--- src/rtl/core/aed_pkg.sv ---
`default_nettype none

package aed_pkg;

   // Coordinate width of the incoming points.
   localparam int COORD_BITS = 16;
   // Squared magnitude of one coordinate difference.
   localparam int SQ_BITS    = 2 * COORD_BITS;
   // Sum of three squares.
   localparam int DIST_BITS  = SQ_BITS + 2;
   localparam int ROOT_BITS  = DIST_BITS / 2;
   localparam int REM_BITS   = ROOT_BITS + 2;
   localparam int ROOT_STEPS = ROOT_BITS;
   localparam int STEP_BITS  = $clog2(ROOT_STEPS);
   localparam int OUT_BITS   = 17;
   localparam int NUM_EXT    = 6;

   typedef logic signed [COORD_BITS-1:0] coord_type;

   typedef struct packed {
      coord_type x;
      coord_type y;
      coord_type z;
   } point_type;

   typedef logic [1:0] axis_type;
   localparam axis_type AXIS_X = 2'd0;
   localparam axis_type AXIS_Y = 2'd1;
   localparam axis_type AXIS_Z = 2'd2;

   typedef enum logic [2:0] {
      ST_COLLECT,
      ST_DIFF,
      ST_MUL,
      ST_ACC,
      ST_BEST,
      ST_RINIT,
      ST_ROOT,
      ST_DONE
   } state_type;

   typedef struct packed {
      logic     take;
      logic     clear_sums;
      logic     diff_load;
      logic     mul_load;
      logic     acc_load;
      logic     best_load;
      logic     root_init;
      logic     root_step;
      logic     out_load;
      axis_type pair_sel;
      axis_type coord_sel;
   } cmd_type;

   function automatic coord_type coord_of(input point_type p, input axis_type a);
      coord_type c;
      unique case (a)
         AXIS_X:  c = p.x;
         AXIS_Y:  c = p.y;
         default: c = p.z;
      endcase
      return c;
   endfunction

endpackage

`default_nettype wire

--- src/rtl/core/aed_req_if.sv ---
`default_nettype none

interface aed_req_if;
   logic                  valid;
   logic                  ready;
   aed_pkg::coord_type    point_x;
   aed_pkg::coord_type    point_y;
   aed_pkg::coord_type    point_z;
   logic                  last_point;

   modport source (output valid, output point_x, output point_y, output point_z,
                   output last_point, input ready);
   modport sink   (input valid, input point_x, input point_y, input point_z,
                   input last_point, output ready);
endinterface

`default_nettype wire

--- src/rtl/core/aed_rsp_if.sv ---
`default_nettype none

interface aed_rsp_if;
   logic                          valid;
   logic                          ready;
   logic [aed_pkg::OUT_BITS-1:0]  longest_length;

   modport source (output valid, output longest_length, input ready);
   modport sink   (input valid, input longest_length, output ready);
endinterface

`default_nettype wire

--- src/rtl/core/aed_datapath.sv ---
`default_nettype none

module aed_datapath (
   input  wire                           clock,
   input  wire                           reset,
   input  aed_pkg::cmd_type              cmd,
   input  aed_pkg::point_type            point,
   input  wire                           last_point,
   output logic [aed_pkg::OUT_BITS-1:0]  longest_length
);
   import aed_pkg::*;

   point_type                ext_ff [NUM_EXT];
   point_type                ext_in [NUM_EXT];
   logic                     seen_ff, seen_in;
   logic [COORD_BITS-1:0]    absd_ff, absd_in;
   logic [SQ_BITS-1:0]       sq_ff, sq_in;
   logic [DIST_BITS-1:0]     acc_ff, acc_in;
   logic [DIST_BITS-1:0]     best_ff, best_in;
   logic [DIST_BITS-1:0]     rad_ff, rad_in;
   logic [REM_BITS-1:0]      rem_ff, rem_in;
   logic [ROOT_BITS-1:0]     root_ff, root_in;
   logic [OUT_BITS-1:0]      out_ff, out_in;

   point_type                hi_pt, lo_pt;
   coord_type                hi_c, lo_c;
   logic signed [COORD_BITS:0] diff;
   logic signed [COORD_BITS:0] mag;
   logic [REM_BITS-1:0]      rem_sh, trial;

   // Extreme point tracking: strict compares keep the earliest point on a tie.
   always_comb begin
      for (int i = 0; i < NUM_EXT; i++) begin
         ext_in[i] = ext_ff[i];
      end
      seen_in = seen_ff;
      if (cmd.take) begin
         for (int a = 0; a < 3; a++) begin
            if (!seen_ff || coord_of(point, 2'(a)) < coord_of(ext_ff[2*a], 2'(a))) begin
               ext_in[2*a] = point;
            end
            if (!seen_ff || coord_of(point, 2'(a)) > coord_of(ext_ff[2*a+1], 2'(a))) begin
               ext_in[2*a+1] = point;
            end
         end
         seen_in = !last_point;
      end
   end

   // Pair and coordinate selection for the distance sequence.
   always_comb begin
      unique case (cmd.pair_sel)
         AXIS_X: begin
            hi_pt = ext_ff[1];
            lo_pt = ext_ff[0];
         end
         AXIS_Y: begin
            hi_pt = ext_ff[3];
            lo_pt = ext_ff[2];
         end
         default: begin
            hi_pt = ext_ff[5];
            lo_pt = ext_ff[4];
         end
      endcase
      hi_c    = coord_of(hi_pt, cmd.coord_sel);
      lo_c    = coord_of(lo_pt, cmd.coord_sel);
      diff    = {hi_c[COORD_BITS-1], hi_c} - {lo_c[COORD_BITS-1], lo_c};
      mag     = diff[COORD_BITS] ? -diff : diff;
      absd_in = mag[COORD_BITS-1:0];
   end

   assign sq_in  = absd_ff * absd_ff;
   assign acc_in = cmd.clear_sums ? '0 : acc_ff + DIST_BITS'(sq_ff);

   always_comb begin
      best_in = best_ff;
      if (cmd.clear_sums) begin
         best_in = '0;
      end else if (acc_ff > best_ff) begin
         best_in = acc_ff;
      end
   end

   // Restoring square root, one result bit per step.
   always_comb begin
      rem_sh  = {rem_ff[REM_BITS-3:0], rad_ff[DIST_BITS-1 -: 2]};
      trial   = {root_ff, 2'b01};
      rad_in  = rad_ff;
      rem_in  = rem_ff;
      root_in = root_ff;
      if (cmd.root_init) begin
         rad_in  = best_ff;
         rem_in  = '0;
         root_in = '0;
      end else if (cmd.root_step) begin
         rad_in = rad_ff << 2;
         if (rem_sh >= trial) begin
            rem_in  = rem_sh - trial;
            root_in = {root_ff[ROOT_BITS-2:0], 1'b1};
         end else begin
            rem_in  = rem_sh;
            root_in = {root_ff[ROOT_BITS-2:0], 1'b0};
         end
      end
   end

   assign out_in = OUT_BITS'(root_ff);

   always_ff @(posedge clock) begin
      if (reset) begin
         for (int i = 0; i < NUM_EXT; i++) begin
            ext_ff[i] <= '0;
         end
         seen_ff <= 1'b0;
      end else begin
         for (int i = 0; i < NUM_EXT; i++) begin
            ext_ff[i] <= ext_in[i];
         end
         seen_ff <= seen_in;
      end
   end

   always_ff @(posedge clock) begin
      if (cmd.diff_load) begin
         absd_ff <= absd_in;
      end
      if (cmd.mul_load) begin
         sq_ff <= sq_in;
      end
      if (cmd.acc_load || cmd.clear_sums || cmd.best_load) begin
         acc_ff <= cmd.best_load ? '0 : acc_in;
      end
      if (cmd.best_load || cmd.clear_sums) begin
         best_ff <= best_in;
      end
      rad_ff  <= rad_in;
      rem_ff  <= rem_in;
      root_ff <= root_in;
      if (cmd.out_load) begin
         out_ff <= out_in;
      end
   end

   assign longest_length = out_ff;

endmodule

`default_nettype wire

--- src/rtl/core/aed_controller.sv ---
`default_nettype none

module aed_controller (
   input  wire               clock,
   input  wire               reset,
   input  wire               req_valid,
   input  wire               req_last,
   output logic              req_ready,
   output logic              rsp_valid,
   input  wire               rsp_ready,
   output aed_pkg::cmd_type  cmd
);
   import aed_pkg::*;

   state_type             state_ff, state_in;
   axis_type              pair_ff, pair_in;
   axis_type              coord_ff, coord_in;
   logic [STEP_BITS-1:0]  step_ff, step_in;
   logic                  out_valid_ff, out_valid_in;

   always_ff @(posedge clock) begin
      if (reset) begin
         state_ff     <= ST_COLLECT;
         pair_ff      <= AXIS_X;
         coord_ff     <= AXIS_X;
         step_ff      <= '0;
         out_valid_ff <= 1'b0;
      end else begin
         state_ff     <= state_in;
         pair_ff      <= pair_in;
         coord_ff     <= coord_in;
         step_ff      <= step_in;
         out_valid_ff <= out_valid_in;
      end
   end

   always_comb begin
      state_in      = state_ff;
      pair_in       = pair_ff;
      coord_in      = coord_ff;
      step_in       = step_ff;
      cmd           = '0;
      cmd.pair_sel  = pair_ff;
      cmd.coord_sel = coord_ff;
      req_ready     = 1'b0;

      unique case (state_ff)
         ST_COLLECT: begin
            // No point is taken while reset is held.
            req_ready = !reset;
            if (req_valid && !reset) begin
               cmd.take = 1'b1;
               if (req_last) begin
                  cmd.clear_sums = 1'b1;
                  pair_in        = AXIS_X;
                  coord_in       = AXIS_X;
                  state_in       = ST_DIFF;
               end
            end
         end
         ST_DIFF: begin
            cmd.diff_load = 1'b1;
            state_in      = ST_MUL;
         end
         ST_MUL: begin
            cmd.mul_load = 1'b1;
            state_in     = ST_ACC;
         end
         ST_ACC: begin
            cmd.acc_load = 1'b1;
            if (coord_ff == AXIS_Z) begin
               state_in = ST_BEST;
            end else begin
               coord_in = coord_ff + 2'd1;
               state_in = ST_DIFF;
            end
         end
         ST_BEST: begin
            cmd.best_load = 1'b1;
            coord_in      = AXIS_X;
            if (pair_ff == AXIS_Z) begin
               state_in = ST_RINIT;
            end else begin
               pair_in  = pair_ff + 2'd1;
               state_in = ST_DIFF;
            end
         end
         ST_RINIT: begin
            cmd.root_init = 1'b1;
            step_in       = '0;
            state_in      = ST_ROOT;
         end
         ST_ROOT: begin
            cmd.root_step = 1'b1;
            if (step_ff == STEP_BITS'(ROOT_STEPS - 1)) begin
               state_in = ST_DONE;
            end else begin
               step_in = step_ff + 1'b1;
            end
         end
         ST_DONE: begin
            if (!out_valid_ff || rsp_ready) begin
               cmd.out_load = 1'b1;
               state_in     = ST_COLLECT;
            end
         end
         default: begin
            state_in = ST_COLLECT;
         end
      endcase

      out_valid_in = out_valid_ff && !rsp_ready;
      if (cmd.out_load) begin
         out_valid_in = 1'b1;
      end
   end

   assign rsp_valid = out_valid_ff;

endmodule

`default_nettype wire

--- src/rtl/core/axis_extreme_diameter_unit.sv ---
// Flow: a point without the last flag is absorbed in the cycle it is accepted.
// A last point starts a sequence (nine passes through the difference, square and add
// states on one shared multiplier, three max steps, root setup, 17 root steps), then the
// result is registered once the output register is free.
// Throughput: one point per cycle while collecting; the next cloud waits for the sequence.
// Reset: synchronous, active high; clears the extreme points, the cloud flag and the FSM.
`default_nettype none

module axis_extreme_diameter_unit (
   input  wire        clock,
   input  wire        reset,
   aed_req_if.sink    req_chan,
   aed_rsp_if.source  rsp_chan
);
   import aed_pkg::*;

   cmd_type    cmd;
   point_type  point;

   // Points are taken only while the controller collects. The result sits in an
   // output register, so the next cloud may stream in while the previous result
   // transaction is still pending; a second result waits for that register.
   assign point.x = req_chan.point_x;
   assign point.y = req_chan.point_y;
   assign point.z = req_chan.point_z;

   // The controller sequences the distance and root passes over the datapath.
   aed_controller u_controller (
      .clock     (clock),
      .reset     (reset),
      .req_valid (req_chan.valid),
      .req_last  (req_chan.last_point),
      .req_ready (req_chan.ready),
      .rsp_valid (rsp_chan.valid),
      .rsp_ready (rsp_chan.ready),
      .cmd       (cmd)
   );

   // The datapath holds the six extreme points, the single multiplier and the
   // bit-serial square root.
   aed_datapath u_datapath (
      .clock          (clock),
      .reset          (reset),
      .cmd            (cmd),
      .point          (point),
      .last_point     (req_chan.last_point),
      .longest_length (rsp_chan.longest_length)
   );

endmodule

`default_nettype wire
--- src/flat_wrapper.sv ---
// flat-port wrapper written by rule: the top's interface ports become plain ports
module axis_extreme_diameter_unit_flat import aed_pkg::*;
  (clock, reset, req_chan_valid, req_chan_point_x, req_chan_point_y, req_chan_point_z, req_chan_last_point, req_chan_ready, rsp_chan_valid, rsp_chan_longest_length, rsp_chan_ready);
  aed_req_if req_chan_i ();
  aed_rsp_if rsp_chan_i ();
  input  wire clock;
  input  wire reset;
  input wire logic [$bits(req_chan_i.valid)-1:0] req_chan_valid;
  input wire logic [$bits(req_chan_i.point_x)-1:0] req_chan_point_x;
  input wire logic [$bits(req_chan_i.point_y)-1:0] req_chan_point_y;
  input wire logic [$bits(req_chan_i.point_z)-1:0] req_chan_point_z;
  input wire logic [$bits(req_chan_i.last_point)-1:0] req_chan_last_point;
  output wire logic [$bits(req_chan_i.ready)-1:0] req_chan_ready;
  output wire logic [$bits(rsp_chan_i.valid)-1:0] rsp_chan_valid;
  output wire logic [$bits(rsp_chan_i.longest_length)-1:0] rsp_chan_longest_length;
  input wire logic [$bits(rsp_chan_i.ready)-1:0] rsp_chan_ready;
  assign req_chan_i.valid = req_chan_valid;
  assign req_chan_i.point_x = req_chan_point_x;
  assign req_chan_i.point_y = req_chan_point_y;
  assign req_chan_i.point_z = req_chan_point_z;
  assign req_chan_i.last_point = req_chan_last_point;
  assign req_chan_ready = req_chan_i.ready;
  assign rsp_chan_valid = rsp_chan_i.valid;
  assign rsp_chan_longest_length = rsp_chan_i.longest_length;
  assign rsp_chan_i.ready = rsp_chan_ready;
  axis_extreme_diameter_unit u_core (.clock(clock), .reset(reset), .req_chan(req_chan_i), .rsp_chan(rsp_chan_i));
endmodule
--- config.mk ---
export PLATFORM = sky130hd
export DESIGN_NAME = axis_extreme_diameter_unit_flat
export DESIGN_NICKNAME = d
export VERILOG_FILES = /design/src/rtl/core/aed_pkg.sv /design/src/rtl/core/aed_req_if.sv /design/src/rtl/core/aed_rsp_if.sv /design/src/rtl/core/aed_datapath.sv /design/src/rtl/core/aed_controller.sv /design/src/rtl/core/axis_extreme_diameter_unit.sv /design/src/flat_wrapper.sv
export SDC_FILE = /design/constraint.sdc
export NUM_CORES = 2
export LEC_CHECK = 0
export BUFFER_PORTS_ARGS = -buffer_cell sky130_fd_sc_hd__buf_2
export CAP_MARGIN = 20
export CORE_AREA = 2 2 278 280
export DETAILED_ROUTE_END_ITERATION = 12
export DIE_AREA = 0 0 280 282
export RECOVER_POWER = 100
export SYNTH_ARGS = -nofsm -noshare
export SYNTH_HDL_FRONTEND = slang
export SYNTH_SLANG_ARGS = --single-unit
--- constraint.sdc ---
create_clock -name clock -period 13.44 [get_ports clock]
set_input_delay 0.672 -clock clock [delete_from_list [all_inputs] [get_ports clock]]
set_output_delay 0.672 -clock clock [all_outputs]
set_load 0.01 [all_outputs]
# Word level (Yosys, flattened, before mapping)
# Memories as Yosys holds them, arrays and structs flattened.
# Cells that the tools add are included.
# totals
ff_bits	215
mem_bits_rw	288
in_bits	53
output_inout_bits	19
elab_cells	150
mem_count	1
# classes
n_addsub	7
multipliers	1
magnitude_cmp	8
eq_ne	19
mux	63
bitwise	6
n_reduce_logical	31
# mem_list
name	words	width	read_ports	rd_clocked_by_memory_dff	write_ports	line_no	rtl
u_core.u_datapath.ext_ff	6	48	6	0	6	aed_datapath.sv:13	point_type ext_ff [NUM_EXT];
# op_table
cell	n
$mux 48	12
$mux 288	1
$pmux 48 s2	2
$mux 16	10
$mux 34	3
$pmux 16 s2	2
$gt 16x16->1	3
$lt 16x16->1	3
$add 34x32->34	1
$gt 34x34->1	1
$mul 16x16->32	1
$pmux 3 s8	1
$ge 19x19->1	1
$mux 3	6
$mux 17	1
$sub 16x16->17	1
$sub 17x17->17	1
$neg 16->16	1
$mux 1	15
$ne 2x2->1 const B	7
$eq 3x3->1 const B	4
$mux 2	6
$reduce_and 4->1	3
$logic_or 1x1->1	10
20 further kinds	39

# Longest topological paths before layout
# logic_depth
depth_word	10
mapped_depth	26

# Cells and area by module
# Synthesis repeated with hierarchy kept, for this count alone.
# hier_totals
hier_cells	3618
hier_area_um2	34898.5
# by_module_without_submodules
module	n_inst	cells_each	area_each_um2	seq_area_each_um2
aed_datapath	1	3521	34124.0	11451.0
aed_controller	1	97	774.5	260.2

# Least setup slack after synthesis
# No wires, ideal clock.
# synth_timing
path_type	register to register
start	register u_core.u_datapath.absd_ff[4]
end	register u_core.u_datapath.sq_ff[26], data pin
setup_ns	0.258
t_arrival_ns	5.969
required_ns	13.182
path_slack_ns	7.213
stages_incl_launch_ff	23
n_path_buf	2
synth_period_minus_slack_ns	6.227
path_cell_list	edfxtp_1 > clkbuf_1 > clkbuf_1 > nand2_1 > fa_1 > inv_1 > fa_1 > fa_1 > fa_1 > fa_1 > inv_1 > fa_1 > inv_1 > ha_1 > a41o_1 > a21oi_1 > o21a_1 > o21ai_0 > a21oi_1 > o21ai_0 > a21o_1 > a211oi_1 > nor2_1
# synth_between
elab_chain_cells	1
# synth_rtl
element	line_no	rtl
start, declared	aed_datapath.sv:16	logic [COORD_BITS-1:0] absd_ff, absd_in;
start signal, assigned	aed_datapath.sv:126	absd_ff <= absd_in;
$mul 16x16->32	aed_datapath.sv:73	assign sq_in = absd_ff * absd_ff;
net u_core.u_datapath.sq_in[26]	aed_datapath.sv:17	logic [SQ_BITS-1:0] sq_ff, sq_in;
end signal, assigned	aed_datapath.sv:129	sq_ff <= sq_in;
end, declared	aed_datapath.sv:17	
# The timed path passes the listed nets, and every way through them passes these cells.
# A chain may end at the register's enable or synchronous reset.

==> flow_summary.html <==
<table>
<tr><th>Metric</th><th>Value</th></tr>
<tr><th colspan="2">Setup path</th></tr>
<tr><td>Crit Path Class</td><td>input pin to flop</td></tr>
<tr><td>Reg-to-Reg End</td><td>u_core.u_datapath.absd_ff[5]</td></tr>
<tr><td>Source of the worst register-to-register timing path</td><td>u_core.u_controller.pair_ff[0]</td></tr>
<tr><td>Top Family by Delay on Critical Path</td><td>buffers and inverters</td></tr>
<tr><td>Flop-to-flop setup slack</td><td>around 4.8 ns</td></tr>
<tr><td>Kind of capture point of the worst setup path</td><td>flop</td></tr>
<tr><td>Category of the worst setup path launch point</td><td>input pin</td></tr>
<tr><td>Data arrival, critical path</td><td>between 9 and 10 ns</td></tr>
<tr><td>Largest incremental delay on the critical path</td><td>roughly 4 ns</td></tr>
<tr><td>Cell with the largest stage delay on the worst path</td><td>sky130_fd_sc_hd__clkbuf_1</td></tr>
<tr><td>Worst path buffer plus inverter count</td><td>2</td></tr>
<tr><td>Worst reg2reg path depth</td><td>18</td></tr>
<tr><td>Maximum fanout encountered on the critical timing path</td><td>128</td></tr>
<tr><td>Cell chain of the critical path</td><td>clkbuf_1 &gt; nor4_1 &gt; nand2_1 &gt; a21oi_1 &gt; buf_4 &gt; mux2i_1 &gt; nor2_1</td></tr>
<tr><td>Worst path required time</td><td>around 14 ns</td></tr>
<tr><th colspan="2">CTS</th></tr>
<tr><td>Post-CTS Setup Repair Bufs</td><td>0</td></tr>
<tr><td>Total clock sinks</td><td>502</td></tr>
<tr><td>CTS tree</td><td>yes</td></tr>
<tr><td>Post-CTS resize count</td><td>0</td></tr>
<tr><td>Clk Latency, worst-skew pair</td><td>~0.60 ns</td></tr>
<tr><td>H-tree depth reported by CTS</td><td>2</td></tr>
<tr><td>Quantity of hold-fixing buffers added after cts</td><td>0</td></tr>
<tr><td>Clock root buffer</td><td>sky130_fd_sc_hd__clkbuf_16</td></tr>
<tr><td>Clk buf depth</td><td>3</td></tr>
<tr><td>TritonCTS Buffers</td><td>55</td></tr>
<tr><td>Worst-path clk slew</td><td>0.06 ns</td></tr>
<tr><th colspan="2">Yosys</th></tr>
<tr><td>Library cell occupying the most area in the post-synthesis netlist</td><td>sky130_fd_sc_hd__dfxtp_1</td></tr>
<tr><td>Main flop type after synthesis</td><td>sky130_fd_sc_hd__dfxtp_1</td></tr>
<tr><td>Number of synthesized flops with an enable pin</td><td>166</td></tr>
<tr><td>Synth async-reset ratio</td><td>0%</td></tr>
<tr><td>Top post-synthesis cells by area</td><td>sky130_fd_sc_hd__dfxtp_1 (20%), sky130_fd_sc_hd__edfxtp_1 (15%), sky130_fd_sc_hd__ha_1 (11%)</td></tr>
<tr><td>Count of state elements after synthesis</td><td>502</td></tr>
<tr><td>Post-synthesis sequential area ratio</td><td>approximately a third</td></tr>
<tr><td>Yosys top cell area share</td><td>between 10% and 20%</td></tr>
<tr><td>Synthesized Nets</td><td>around 4.3k</td></tr>
<tr><td>Synth cell types</td><td>73</td></tr>
<tr><td>Synthesized instance count</td><td>~3.8k</td></tr>
<tr><td>Post-synthesis area per instance</td><td>roughly 9 µm²</td></tr>
<tr><td>Yosys synthesis warning count</td><td>0</td></tr>
<tr><td>Post-synth design cell area</td><td>between 30000 and 40000 µm²</td></tr>
<tr><th colspan="2">Power</th></tr>
<tr><td>Cell internal pwr</td><td>4925 µW</td></tr>
<tr><td>Static Leakage</td><td>between 0.015 and 0.02 µW</td></tr>
<tr><td>Sequential fraction of design power</td><td>23.4%</td></tr>
<tr><td>Net switching component of the power</td><td>~3700 µW</td></tr>
<tr><td>Maximum resistive drop on vdd</td><td>roughly 0.44 mV</td></tr>
<tr><td>Power density relative to cell area</td><td>between 200 and 250 nW/µm²</td></tr>
<tr><td>Power share of the clock group</td><td>17.5%</td></tr>
<tr><td>Comb power frac</td><td>around three fifths</td></tr>
<tr><td>Switching share of total power</td><td>roughly 43%</td></tr>
<tr><th colspan="2">Die</th></tr>
<tr><td>Number of standard-cell rows in the floorplan</td><td>a little over 100</td></tr>
<tr><td>Total Die Area</td><td>approximately 79000 µm²</td></tr>
<tr><td>Die outline width</td><td>280 µm</td></tr>
<tr><td>Die outline height</td><td>approximately 280 µm</td></tr>
<tr><td>Boundary Pins</td><td>72</td></tr>
<tr><td>Initial core utilization</td><td>approximately 45%</td></tr>
<tr><td>Core Box Area</td><td>between 70000 and 80000 µm²</td></tr>
<tr><th colspan="2">STA</th></tr>
<tr><td>Final Hold Viols</td><td>0</td></tr>
<tr><td>Sum of negative setup slack</td><td>0 ns</td></tr>
<tr><td>Unrepaired setup endpoints after global routing</td><td>no</td></tr>
<tr><td>Slew at the pin closest to its max-slew limit</td><td>~6 ns</td></tr>
<tr><td>Setup Skew</td><td>~0.018 ns</td></tr>
<tr><td>Fin. max-slew vios</td><td>627</td></tr>
<tr><td>Final setup violation count</td><td>0</td></tr>
<tr><td>Worst max-slew margin expressed relative to the limit</td><td>-311.8%</td></tr>
<tr><td>Highest Clock Rate</td><td>between 100 and 150 MHz</td></tr>
<tr><td>Ratio of final minimum period to clock period</td><td>69.86%</td></tr>
<tr><td>Clock period minus final worst setup slack</td><td>roughly 9.4 ns</td></tr>
<tr><th colspan="2">Placement</th></tr>
<tr><td>PortBufs</td><td>71</td></tr>
<tr><td>Post-detail-place hpwl</td><td>between 60000 and 70000 µm</td></tr>
<tr><td>Gpl congestion</td><td>between 0.8 and 0.9</td></tr>
<tr><td>Placed instance count</td><td>4651</td></tr>
<tr><th colspan="2">Final layout</th></tr>
<tr><td>Share of cells above drive strength 1</td><td>about 5.3%</td></tr>
<tr><td>Most frequent standard cell in the layout excluding fill and tap cells</td><td>sky130_fd_sc_hd__inv_1</td></tr>
<tr><td>Commonest non-fill, non-tap cells in the layout</td><td>sky130_fd_sc_hd__inv_1 (438), sky130_fd_sc_hd__nand2_1 (370), sky130_fd_sc_hd__dfxtp_1 (336)</td></tr>
<tr><td>Final Core Density</td><td>between 40% and 50%</td></tr>
<tr><td>Layout Cells excl Fill</td><td>4759</td></tr>
<tr><td>Syn-to-layout area delta</td><td>8.333%</td></tr>
<tr><td>Total number of nets in the final design</td><td>between 4k and 5k</td></tr>
<tr><th colspan="2">Hold path</th></tr>
<tr><td>Worst hold start</td><td>req_chan_point_y[6]</td></tr>
<tr><td>Worst-case hold path end point</td><td>u_core.u_datapath.ext_ff[4][22]</td></tr>
<tr><td>Hold Crit Depth</td><td>3</td></tr>
<tr><td>Hold/Removal Path Class</td><td>input pin to flop</td></tr>
<tr><th colspan="2">Global route</th></tr>
<tr><td>Wire length of the first global-routing pass</td><td>roughly 140000 µm</td></tr>
<tr><td>Maximum number of pins on one net before global-route repair</td><td>about 130</td></tr>
<tr><td>Total congestion overflow</td><td>0</td></tr>
<tr><td>GRT Total Usage</td><td>about 23%</td></tr>
<tr><td>Antenna violations before repair</td><td>13</td></tr>
<tr><td>Via count of the first global-routing pass</td><td>~26k</td></tr>
<tr><th colspan="2">Flow run</th></tr>
<tr><td>Reported max-cap violation count</td><td>13</td></tr>
<tr><th colspan="2">Detailed routing</th></tr>
<tr><td>Total DRC errors in the routed layout</td><td>0</td></tr>
<tr><td>Via count</td><td>around 26k</td></tr>
<tr><td>Routed wirelength normalized by instance count</td><td>19.08 µm</td></tr>
<tr><td>Routed vias/inst</td><td>5.509</td></tr>
<tr><td>Routed Wire Length</td><td>between 90000 and 100000 µm</td></tr>
<tr><td>Antenna viol nets, final</td><td>0</td></tr>
<tr><td>Detailed Routing Iterations Pass 1</td><td>6</td></tr>
<tr><td>Number of DRC markers after the initial detailed-route iteration</td><td>roughly 1.9k</td></tr>
<tr><th colspan="2">Run status</th></tr>
<tr><td>Failing checks</td><td>capacitance limit, slew limit</td></tr>
<tr><td>Outcome</td><td>complete, but fails checks</td></tr>
</table>
-- power groups by stage --
stage | Combinational [µW] | Clock (µW) | Sequential [µW]
detailed placement | 5100 | 0 | 2050
global placement | 5080 | 0 | 2050
CTS | 5140 | 1530 | 2020
floorplan | 3860 | 0 | 2010
finish | 5100 | 1510 | 2020
global route | 5810 | 1590 | 2030
-- final cells by class --
class / count / area [µm²]
multi-input cells: 2631 / 19900
flip-flops and latches: 502 / 11710
clock inverters: 23 / 171.4
diodes: 4 / 10.01
fillers: 7272 / 38900
clock buffers: 80 / 1613
repair buffers: 102 / 518.0
well taps: 978 / 1224
inverters: 439 / 1648
-- worst register-to-register path, cell delays in order (launching register included) --
cell	delay (ns)
sky130_fd_sc_hd__dfxtp_1	0.36
sky130_fd_sc_hd__inv_1	0.11
sky130_fd_sc_hd__ha_1	1.99
sky130_fd_sc_hd__clkbuf_1	2.10
sky130_fd_sc_hd__a22oi_1	0.34
sky130_fd_sc_hd__nand2_1	0.30
sky130_fd_sc_hd__a221oi_1	0.12
sky130_fd_sc_hd__ha_1	0.24
sky130_fd_sc_hd__inv_1	0.07
sky130_fd_sc_hd__fa_1	0.21
sky130_fd_sc_hd__a21o_1	0.14
sky130_fd_sc_hd__a41oi_1	0.16
sky130_fd_sc_hd__a31oi_1	0.52
sky130_fd_sc_hd__a21oi_1	0.21
sky130_fd_sc_hd__a211oi_1	0.41
sky130_fd_sc_hd__nor3_1	0.11
sky130_fd_sc_hd__mux2i_1	0.49
sky130_fd_sc_hd__nor2_1	0.13
sky130_fd_sc_hd__xnor2_1	0.43
-- flip-flops by register name, summed over array words and instances, names as in the netlist --
name	count
u_core.u_controller.coord_ff	2
u_core.u_datapath.longest_length	17
u_core.u_datapath.sq_ff	31
u_core.u_datapath.ext_ff	288
u_core.u_controller.step_ff	5
u_core.u_datapath.absd_ff	16
u_core.u_controller.state_ff	3
u_core.u_datapath.out_in	17
u_core.u_controller.rsp_valid	1
u_core.u_datapath.best_ff	34
u_core.u_datapath.rem_ff	17
u_core.u_controller.pair_ff	2
u_core.u_datapath.seen_ff	1
u_core.u_datapath.acc_ff	34
u_core.u_datapath.rad_ff	34
-- cell usage after synthesis, types with 16 or more instances --
library cell,number
sky130_fd_sc_hd__clkbuf_1,169
sky130_fd_sc_hd__o21ai_0,205
sky130_fd_sc_hd__xnor2_1,66
sky130_fd_sc_hd__edfxtp_1,166
sky130_fd_sc_hd__buf_2,22
sky130_fd_sc_hd__xor2_1,32
sky130_fd_sc_hd__mux2i_1,199
sky130_fd_sc_hd__o21a_1,26
sky130_fd_sc_hd__fa_1,165
sky130_fd_sc_hd__nor2b_1,18
sky130_fd_sc_hd__and2_1,88
sky130_fd_sc_hd__a21oi_1,265
sky130_fd_sc_hd__a22oi_1,96
sky130_fd_sc_hd__nand3_1,115
sky130_fd_sc_hd__a221oi_1,19
sky130_fd_sc_hd__nor3_1,46
sky130_fd_sc_hd__inv_1,438
sky130_fd_sc_hd__nor2_1,296
sky130_fd_sc_hd__a221o_1,16
sky130_fd_sc_hd__dfxtp_1,336
sky130_fd_sc_hd__o31ai_1,17
sky130_fd_sc_hd__nand4_1,32
sky130_fd_sc_hd__nand2_1,370
sky130_fd_sc_hd__a21o_1,71
sky130_fd_sc_hd__ha_1,301
-- through the flow --
step	setup WS (ns)	hold WS, ns	cell area, µm²	power, µW
after floorplan	7.213	0.4300	33970	5862
after global placement	6.889	0.4618	35190	7130
after detailed placement	6.828	0.4639	35190	7149
after CTS	6.804	0.3651	36970	8693
after global routing	3.327	0.3949	36790	9435
final	4.051	0.3995	36800	8625
-- how the worst max path moves through the flow --
stage	cells past startpoint	from	slack, ns	endpoint
floorplan	22	u_core.u_datapath.absd_ff[4]	7.21	u_core.u_datapath.sq_ff[26]
global placement	20	u_core.u_datapath.absd_ff[6]	6.89	u_core.u_datapath.sq_ff[26]
detailed placement	20	u_core.u_datapath.absd_ff[1]	6.83	u_core.u_datapath.sq_ff[26]
CTS	20	u_core.u_datapath.absd_ff[1]	6.80	u_core.u_datapath.sq_ff[26]
global route	7	reset	3.33	u_core.u_datapath.ext_ff[3][11]
finish	7	reset	4.05	u_core.u_datapath.ext_ff[3][11]
-- per-layer routing --
metal  GRT usage (%)  vias up  routed length (µm)
met5               0        -                 105
met1           31.27    12660               42100
met2           38.40      586               42490
met3           3.580      106                4421
li1                -    12850                   -
met4           4.868       18                1663
-- cell families after synthesis --
| logic type | Yosys count | synth area share [%] |
|---|---|---|
| simple gates | 1040 | 13.83 |
| compound gates | 825 | 15.34 |
| buf+inv | 631 | 7.054 |
| flops | 502 | 34.48 |
| fa+ha+maj | 466 | 20.81 |
| mux | 202 | 5.964 |
| xor+xnor | 98 | 2.527 |
No activity file was read; power rests on OpenSTA's default activity.
